File: config.mk
export PLATFORM = sky130hd
export DESIGN_NAME = two_way_time_sync_engine_unit
export DESIGN_NICKNAME = d
export VERILOG_FILES = /design/src/tws_pkg.sv /design/src/two_way_time_sync_engine_unit.sv /design/src/tws_in_stage.sv /design/src/tws_engine.sv /design/src/tws_out_stage.sv
export SDC_FILE = /design/constraint.sdc
export NUM_CORES = 1
export LEC_CHECK = 0
export ABC_AREA = 1
export BUFFER_PORTS_ARGS = -buffer_cell sky130_fd_sc_hd__buf_2
export CAP_MARGIN = 10
export CORE_ASPECT_RATIO = 0.7
export CORE_MARGIN = 4
export CORE_UTILIZATION = 40
export DETAILED_ROUTE_END_ITERATION = 6
export PLACE_DENSITY = 0.54
export SYNTH_ARGS = -nofsm -noshare
export SYNTH_HDL_FRONTEND = slang
export SYNTH_SLANG_ARGS = --single-unit
File: constraint.sdc
create_clock -name clk -period 14.5 [get_ports clk]
set_clock_uncertainty 0.15 [all_clocks]
set_input_delay 2.9 -clock clk [delete_from_list [all_inputs] [get_ports clk]]
set_output_delay 2.9 -clock clk [all_outputs]
set_load 0.005 [all_outputs]
File: src/tws_pkg.sv
// ----------------------------------------------------------------------------
// Two-way time sync package
// Shared constants, codes and transaction types of the time sync engine.
// ----------------------------------------------------------------------------
package tws_pkg;

	localparam int ADDR_BITS = 16;
	localparam int TIME_BITS = 32;

	typedef enum logic [2:0] {
		CMD_TICK   = 3'd0,
		CMD_START  = 3'd1,
		CMD_RESYNC = 3'd2,
		CMD_CHECK  = 3'd3,
		CMD_SET    = 3'd4,
		CMD_RECV   = 3'd5
	} cmd_t;

	typedef enum logic [2:0] {
		PH_SYNC   = 3'd0,
		PH_ACK    = 3'd1,
		PH_SET    = 3'd2,
		PH_RESYNC = 3'd3,
		PH_CHECK  = 3'd4
	} phase_t;

	typedef enum logic [1:0] {
		ST_IDLE     = 2'd0,
		ST_WAIT_ACK = 2'd1,
		ST_WAIT_SET = 2'd2,
		ST_SYNCED   = 2'd3
	} sync_state_t;

	typedef struct packed {
		cmd_t                 cmd;
		logic [ADDR_BITS-1:0] peer_addr;
		phase_t               msg_phase;
		logic [TIME_BITS-1:0] msg_timestamp;
		logic                 msg_is_timesync;
		logic [TIME_BITS-1:0] set_value;
	} req_t;

	typedef struct packed {
		logic                 send_valid;
		phase_t               send_phase;
		logic [ADDR_BITS-1:0] send_addr;
		logic [TIME_BITS-1:0] send_timestamp;
		logic                 hot_wait;
		logic [TIME_BITS-1:0] sync_time;
	} rsp_t;

	typedef struct packed {
		logic valid;
		req_t item;
	} stage_t;

endpackage

File: src/two_way_time_sync_engine_unit.sv
// ----------------------------------------------------------------------------
// Two-way time sync engine
// Keeps a local millisecond count, an offset and a link latency, and runs the
// SYNC, ACK, SET handshake that measures the round trip to a peer.
// ----------------------------------------------------------------------------
// Each request transaction yields exactly one result transaction, which passes
// through the input register and then the result register, each holding one
// transaction. A new request can be taken every cycle while the consumer is
// ready, and all state updates for a request are registered as its result is
// loaded. The local count advances only on tick commands.
module two_way_time_sync_engine_unit import tws_pkg::*; (
	input  logic clk,
	input  logic arst_n,
	input  logic req_valid,
	output logic req_ready,
	input  req_t req,
	output logic rsp_valid,
	input  logic rsp_ready,
	output rsp_t rsp
);

	stage_t stage_s1;
	rsp_t   result;
	logic   advance;

	tws_in_stage u_in_stage (
		.clk      (clk),
		.arst_n   (arst_n),
		.req_valid(req_valid),
		.req_ready(req_ready),
		.req      (req),
		.advance  (advance),
		.stage_s1 (stage_s1)
	);

	tws_engine u_engine (
		.clk     (clk),
		.arst_n  (arst_n),
		.stage_s1(stage_s1),
		.advance (advance),
		.result  (result)
	);

	tws_out_stage u_out_stage (
		.clk       (clk),
		.arst_n    (arst_n),
		.load_valid(stage_s1.valid),
		.result    (result),
		.advance   (advance),
		.rsp_valid (rsp_valid),
		.rsp_ready (rsp_ready),
		.rsp       (rsp)
	);

endmodule

File: src/tws_in_stage.sv
// ----------------------------------------------------------------------------
// Input stage
// Registers an accepted request transaction and holds it until the result
// stage can take its result.
// ----------------------------------------------------------------------------
module tws_in_stage import tws_pkg::*; (
	input  logic   clk,
	input  logic   arst_n,
	input  logic   req_valid,
	output logic   req_ready,
	input  req_t   req,
	input  logic   advance,
	output stage_t stage_s1
);

	logic valid_s1;
	req_t item_s1;

	assign req_ready = !valid_s1 || advance;

	always_ff @(posedge clk or negedge arst_n) begin
		if (!arst_n) begin
			valid_s1 <= 1'b0;
		end else if (req_ready) begin
			valid_s1 <= req_valid;
		end
	end

	always_ff @(posedge clk) begin
		if (req_valid && req_ready) begin
			item_s1 <= req;
		end
	end

	assign stage_s1.valid = valid_s1;
	assign stage_s1.item  = item_s1;

endmodule

File: src/tws_engine.sv
// ----------------------------------------------------------------------------
// Sync engine
// Holds the local counter, offset, latency and handshake state, and works out
// the outgoing message and synced time for the request in the input stage.
// ----------------------------------------------------------------------------
module tws_engine import tws_pkg::*; (
	input  logic   clk,
	input  logic   arst_n,
	input  stage_t stage_s1,
	input  logic   advance,
	output rsp_t   result
);

	logic [TIME_BITS-1:0] local_q;
	logic [TIME_BITS-1:0] offset_q;
	logic [TIME_BITS-1:0] latency_q;
	sync_state_t          state_q;

	logic [TIME_BITS-1:0] local_d;
	logic [TIME_BITS-1:0] offset_d;
	logic [TIME_BITS-1:0] latency_d;
	sync_state_t          state_d;
	logic [TIME_BITS-1:0] synced_now;
	logic [TIME_BITS-1:0] half_trip;
	logic                 fire;
	req_t                 it;

	assign fire       = stage_s1.valid && advance;
	assign it         = stage_s1.item;
	assign synced_now = local_q + offset_q;
	assign half_trip  = (local_q - latency_q) >> 1;

	always_ff @(posedge clk or negedge arst_n) begin
		if (!arst_n) begin
			local_q   <= '0;
			offset_q  <= '0;
			latency_q <= '0;
			state_q   <= ST_IDLE;
		end else if (fire) begin
			local_q   <= local_d;
			offset_q  <= offset_d;
			latency_q <= latency_d;
			state_q   <= state_d;
		end
	end

	always_comb begin
		local_d               = local_q;
		offset_d              = offset_q;
		latency_d             = latency_q;
		state_d               = state_q;
		result.send_valid     = 1'b0;
		result.send_phase     = PH_SYNC;
		result.send_addr      = '0;
		result.send_timestamp = '0;
		unique case (it.cmd)
			CMD_TICK: begin
				local_d = local_q + TIME_BITS'(1);
			end
			CMD_START: begin
				result.send_valid     = 1'b1;
				result.send_phase     = PH_SYNC;
				result.send_addr      = it.peer_addr;
				result.send_timestamp = synced_now;
				state_d               = ST_WAIT_ACK;
			end
			CMD_RESYNC: begin
				result.send_valid     = 1'b1;
				result.send_phase     = PH_RESYNC;
				result.send_addr      = it.peer_addr;
				result.send_timestamp = synced_now;
			end
			CMD_CHECK: begin
				result.send_valid     = 1'b1;
				result.send_phase     = PH_CHECK;
				result.send_addr      = it.peer_addr;
				result.send_timestamp = synced_now;
			end
			CMD_SET: begin
				offset_d = it.set_value - local_q;
			end
			CMD_RECV: begin
				if (it.msg_is_timesync) begin
					unique case (it.msg_phase)
						PH_CHECK: begin
							result.send_valid     = 1'b1;
							result.send_phase     = PH_ACK;
							result.send_addr      = it.peer_addr;
							result.send_timestamp = synced_now + latency_q;
						end
						PH_SYNC: begin
							if (state_q == ST_IDLE || state_q == ST_SYNCED) begin
								latency_d             = local_q;
								result.send_valid     = 1'b1;
								result.send_phase     = PH_ACK;
								result.send_addr      = it.peer_addr;
								result.send_timestamp = synced_now;
								state_d               = ST_WAIT_SET;
							end
						end
						PH_RESYNC: begin
							if (state_q == ST_SYNCED) begin
								offset_d = it.msg_timestamp + latency_q - local_q;
							end
						end
						PH_ACK: begin
							if (state_q == ST_WAIT_ACK) begin
								result.send_valid     = 1'b1;
								result.send_phase     = PH_SET;
								result.send_addr      = it.peer_addr;
								result.send_timestamp = synced_now;
								state_d               = ST_IDLE;
							end
						end
						PH_SET: begin
							if (state_q == ST_WAIT_SET) begin
								latency_d = half_trip;
								offset_d  = it.msg_timestamp + half_trip - local_q;
								state_d   = ST_SYNCED;
							end
						end
						default: begin
						end
					endcase
				end
			end
			default: begin
			end
		endcase
		result.hot_wait  = (state_d == ST_WAIT_ACK) || (state_d == ST_WAIT_SET);
		result.sync_time = local_d + offset_d;
	end

endmodule

File: src/tws_out_stage.sv
// ----------------------------------------------------------------------------
// Result stage
// Holds the finished result transaction until the consumer takes it and
// tells the earlier stages when they may move on.
// ----------------------------------------------------------------------------
module tws_out_stage import tws_pkg::*; (
	input  logic   clk,
	input  logic   arst_n,
	input  logic   load_valid,
	input  rsp_t   result,
	output logic   advance,
	output logic   rsp_valid,
	input  logic   rsp_ready,
	output rsp_t   rsp
);

	logic rsp_valid_q;
	rsp_t rsp_q;

	assign advance   = !rsp_valid_q || rsp_ready;
	assign rsp_valid = rsp_valid_q;
	assign rsp       = rsp_q;

	always_ff @(posedge clk or negedge arst_n) begin
		if (!arst_n) begin
			rsp_valid_q <= 1'b0;
		end else if (advance) begin
			rsp_valid_q <= load_valid;
		end
	end

	always_ff @(posedge clk) begin
		if (advance && load_valid) begin
			rsp_q <= result;
		end
	end

endmodule

; ---- Word level (Yosys, flattened, before mapping)
; Index checks and enable logic that the tools add are counted.
[totals]
out_inout_bits = 87
romBits = 0
ff_bits = 272
ramBits = 0
input_bits = 91
latchBits = 0
mem_count = 0
wordCells = 77
[op_classes]
n_lt_le_gt_ge = 0
bitwise_logic = 0
reduce_logical = 13
muxes = 20
shift = 0
n_eq_ne = 16
mul = 0
add_sub_neg = 10
div_mod_pow = 0
[op_table]
columns = cell, count
row1 = $pmux W52 S4, 1
row2 = $mux W32, 6
row3 = $pmux W32 S2, 3
row4 = $mux W52, 3
row5 = $pmux W52 S3, 1
row6 = $add A32 B32 Y32, 4
row7 = $sub A32 B32 Y32, 4
row8 = $add A32 B1 Y32 const B, 1
row9 = $add A32 B31 Y32, 1
row10 = $eq A3 B2 Y1 const B, 4
row11 = $eq A3 B3 Y1 const B, 3
row12 = $mux W2, 4
row13 = $eq A2 B2 Y1 const B, 3
row14 = $eq A3 B1 Y1 const B, 2
row15 = $logic_not A3 Y1, 2
row16 = $pmux W2 S3, 1
row17 = $reduce_and A6 Y1, 1
row18 = $eq A2 B1 Y1 const B, 2
row19 = $logic_or A1 B1 Y1, 4
row20 = $ne A2 B1 Y1 const B, 2
row21 = $pmux W2 S2, 1
row22 = $logic_and A1 B1 Y1, 2
row23 = $logic_not A1 Y1, 2
row24 = $logic_not A2 Y1, 1
row25 = $reduce_bool A2 Y1, 1

; ---- Longest topological paths before layout
[depth]
depth_word = 8
ltp_mapped = 45
ltp_nobuf = 45

; ---- Hierarchy
; Synthesis repeated with hierarchy kept, for this count alone.
[unflattened]
hier_cells = 3831
area_unflattened_um2 = 26805.7
[modules_own_cells]
columns = mod, cells_per_inst, seq_area_each_um2, n_inst, area_per_inst_um2
row1 = tws_engine, 3646, 2452.4, 1, 21543.2
row2 = tws_in_stage, 94, 2637.5, 1, 2665.1
row3 = tws_out_stage, 91, 2577.5, 1, 2597.5

; ---- Worst setup path after synthesis
; No wires, ideal clock.
[synth_path]
path_kind = input -> register
start = input port rsp_ready
end = register u_out_stage.rsp_q, in the netlist u_out_stage.rsp[0] (enable)
setup_time_ps = 482
arrival_time_ps = 5986
required_time_ps = 13868
n_path_buf = 2
path_slack_ps = 7882
cell_stages = 6
cell_sequence = inv_1 > nand2_1 > nand2_1 > inv_1 > clkbuf_1 > buf_1
[synth_between]
elab_chain_len = 2
[synth_lines]
columns = element, line_no
row1 = start: declaration, two_way_time_sync_engine_unit.sv:18  ; input logic rsp_ready,
row2 = $logic_or A1 B1 Y1, tws_out_stage.sv:20  ; assign advance = !rsp_valid_q || rsp_ready;
row3 = $logic_and A1 B1 Y1, --
row4 = named net u_engine.fire, tws_engine.sv:25  ; logic fire;
row5 = end signal: assignment, tws_out_stage.sv:34  ; rsp_q <= result;
row6 = end: declaration, tws_out_stage.sv:18  ; rsp_t rsp_q;
; The timed path passes the listed nets, and every way through them passes these cells.
; A chain may end at the register's enable or synchronous reset.

==> key figures <==
Finish
  • Fillers: 7048
  • Finished Cell Area: 0.0299 mm^2
  • Layout area overhead: 11.7%
  • Reg area: 0.00767 mm^2
  • # nets final: 4400
  • Share of cells above drive strength 1: 8.39%
  • Area used by multi-input combinational logic: 0.0166 mm^2

Yosys
  • Share of Yosys cell area claimed by the top area cell type: 19.3%
  • Post-synthesis cell type count: 61
  • Post-synth EDFFs: 172
  • Synthesized cell area: 0.0268 mm^2
  • Flops & latches, synth: 272
  • Mapped Cells: 3813
  • Top cells by area, synth: edfxtp_1 19%, nand2_1 14%, ha_1 11%, dfrtp_1 9.3%, inv_1 8.5%
  • Synth Warn #: 0
  • Avg Cell Area, Syn: 7.03 um^2
  • Area leader, netlist: edfxtp_1
  • Sequential area share after synthesis: 28.6%
  • Main synth FF type: edfxtp_1
  • Async set-reset flop share out of synthesis: 36.8%
  • Top post-synthesis cells by count: 1028 x nand2_1, 610 x inv_1, 316 x nor2_1
  • Syn Nets: 4196
  • Most common cell in the synthesized netlist: nand2_1

Timing
  • Final hold vios: 0
  • Setup TNS: 0 ns
  • Crit path time final: 8.18 ns
  • Final setup vio count: 0
  • Tcrit/Tclk final: 56.4%
  • Max-slew headroom: 19.9%
  • PnR worst setup slack: 6.32 ns
  • Max Clk Rate: 0.122 GHz
  • RSZ-0062 raised after global routing: no
  • Max Slew Vio Count: 0
  • Actual slew at the worst max-slew pin: 1.19 ns

Routing
  • Drc violations: 7
  • Detailed-route via count: 27200
  • Post-route ant nets: 0
  • WL final: 123000 um
  • Vias/cell: 5.52
  • Drt pass-1 iters: 7
  • DR WL/cell: 24.9 um
  • Drt initial violations: 3296

GRT
  • Vias in the first global route: 24800
  • GR Util All Layers: 33.3%
  • Gr busiest metal: met1
  • Met3 usage: 9.89%
  • Grt total ovfl: 0
  • Met1 usage: 50.3%
  • First-pass GRT wire length: 174000 um
  • Largest net degree at the start of global routing: 89
  • Initial antenna violation count: 2
  • GR Util met2: 46.1%

Clocking
  • Root Driver: clkbuf_16
  • Cts hold-fix bufs: 0
  • Worst skew pair latency: 0.65 ns
  • Worst-path clk slew: 0.06 ns
  • Clock Tree Buf Depth: 3
  • Post-CTS sizing: 0
  • Clock tree sinks: 272
  • CTS buffer count: 31
  • Post-CTS Setup Bufs: 0
  • H-tree level count: 1
  • TritonCTS clock tree: yes

Placement
  • Post-DP HPWL: 104000 um
  • Post-place setup slack: 6.71 ns
  • Area after DPL: 0.0289 mm^2
  • Port bufs: 177
  • Placer Congestion: 1.06

Worst hold path
  • Worst Hold Depth: 2
  • Hold worst-path end: u_out_stage.rsp[71]
  • Hold crit path type: flip-flop to flip-flop
  • Worst Hold Launch: u_in_stage.stage_s1[74]

Floorplanning
  • I/O pins: 178
  • Initial Util: 40.4%
  • Total Die Area: 0.0713 mm^2
  • Core area: 0.0664 mm^2
  • Die H: 225 um
  • Die width: 317 um
  • Rows: 79

Critical path
  • Crit path kind: flip-flop to flip-flop
  • Worst path slowest cell: dfrtp_1
  • Slowest stage delay, CP: 0.54 ns
  • Worst r2r path cells: 34
  • R2R setup slack: 6.32 ns
  • Arr. time, crit path: 8.48 ns
  • CP Max Fanout: 10
  • Required time of the critical path: 14.80 ns
  • Startpoint types: flip-flop
  • Worst R2R Start: u_engine.local_q[0]
  • FF-to-FF End: u_out_stage.rsp[23]
  • CP top delay family: simple AND/OR/NAND/NOR gates
  • Crit-path most repeated cell: nand2_1
  • CP Buf/Inv Count: 6
  • Worst setup EP type: flip-flop
  • Number of cells on the critical path: 34

Run status
  • Failing checks: DRC
  • Status: complete, but fails checks

Flow run
  • Max-cap violations: 0
layout by cell type (no fill, tap or decap), drive strengths merged, types with 100 or more instances in the layout:
| cell | count |
|---|---|
| o21ai | 250 |
| dfrtp | 100 |
| a21oi | 275 |
| ha | 225 |
| nand3 | 242 |
| nand2 | 1036 |
| inv | 627 |
| buf | 211 |
| nor2 | 326 |
| edfxtp | 172 |
logic make-up (layout without fill, tap and decap cells):
group	after synthesis	count (layout)	synth area share [%]
simple gates	1793	1793	28.5
fa+ha+maj	292	292	15.5
other cells	0	2	0
compound gates	677	677	14.2
buf+inv	665	894	9.49
flops	272	272	28.6
xor+xnor	114	114	3.72
worst register-to-register path: cells and delay by family, from the launching register on:
| family | cells | cell delay [ns] |
|---|---|---|
| adder cells (fa/ha/maj) | 5 | 2.07 |
| AO/OA/AOI/OAI | 6 | 1.80 |
| AND/OR/NAND/NOR | 15 | 2.51 |
| buffers and inverters | 6 | 0.47 |
| flip-flops | 1 | 0.54 |
| XOR/XNOR | 2 | 0.46 |
worst max path at each step:
stage / endpoint / start
after floorplan: u_out_stage.rsp[0] / rsp_ready
after global placement: u_out_stage.rsp[23] / u_engine.local_q[0]
after detailed placement: u_out_stage.rsp[23] / u_engine.local_q[0]
after CTS: u_out_stage.rsp[23] / u_engine.local_q[0]
after global routing: u_out_stage.rsp[23] / u_engine.local_q[0]
final: u_out_stage.rsp[23] / u_engine.local_q[0]
layer usage:
metal | wire [um] | vias to the layer above
li1 | - | 12900
met1 | 57600 | 12900
met5 | 146 | -
met2 | 47600 | 1234
met3 | 14000 | 161
met4 | 3470 | 4
through the flow:
step                hold slack [ns]  util, %  instances
global route                  0.409     45.1       4933
detailed placement            0.377     43.5       4875
CTS                           0.382     45.1       4933
global placement              0.373     43.5       4875
floorplan                     0.327        -       3813
finish                        0.384     45.1       4935
sequential cells by signal (all words and copies together), names as in the netlist:
signal / flops
u_in_stage.valid_s1: 1
u_in_stage.stage_s1: 87
u_engine.state_q: 2
u_engine.latency_q: 32
u_engine.offset_q: 32
u_engine.local_q: 32
u_out_stage.rsp_valid: 1
u_out_stage.rsp: 85
cell type report:
| type | instances | share of cell area (%) |
|---|---|---|
| antenna | 2 | 0.0167 |
| clock buffer | 44 | 3.10 |
| clock inverter | 14 | 0.418 |
| inverter | 625 | 7.87 |
| multi-input combinational | 2876 | 55.4 |
| sequential | 272 | 25.6 |
| tap | 891 | 3.72 |
| timing repair buffer | 211 | 3.82 |
Power is not shown: default switching activity piles up to over one toggle a cycle in this logic, so the estimate is an artifact.
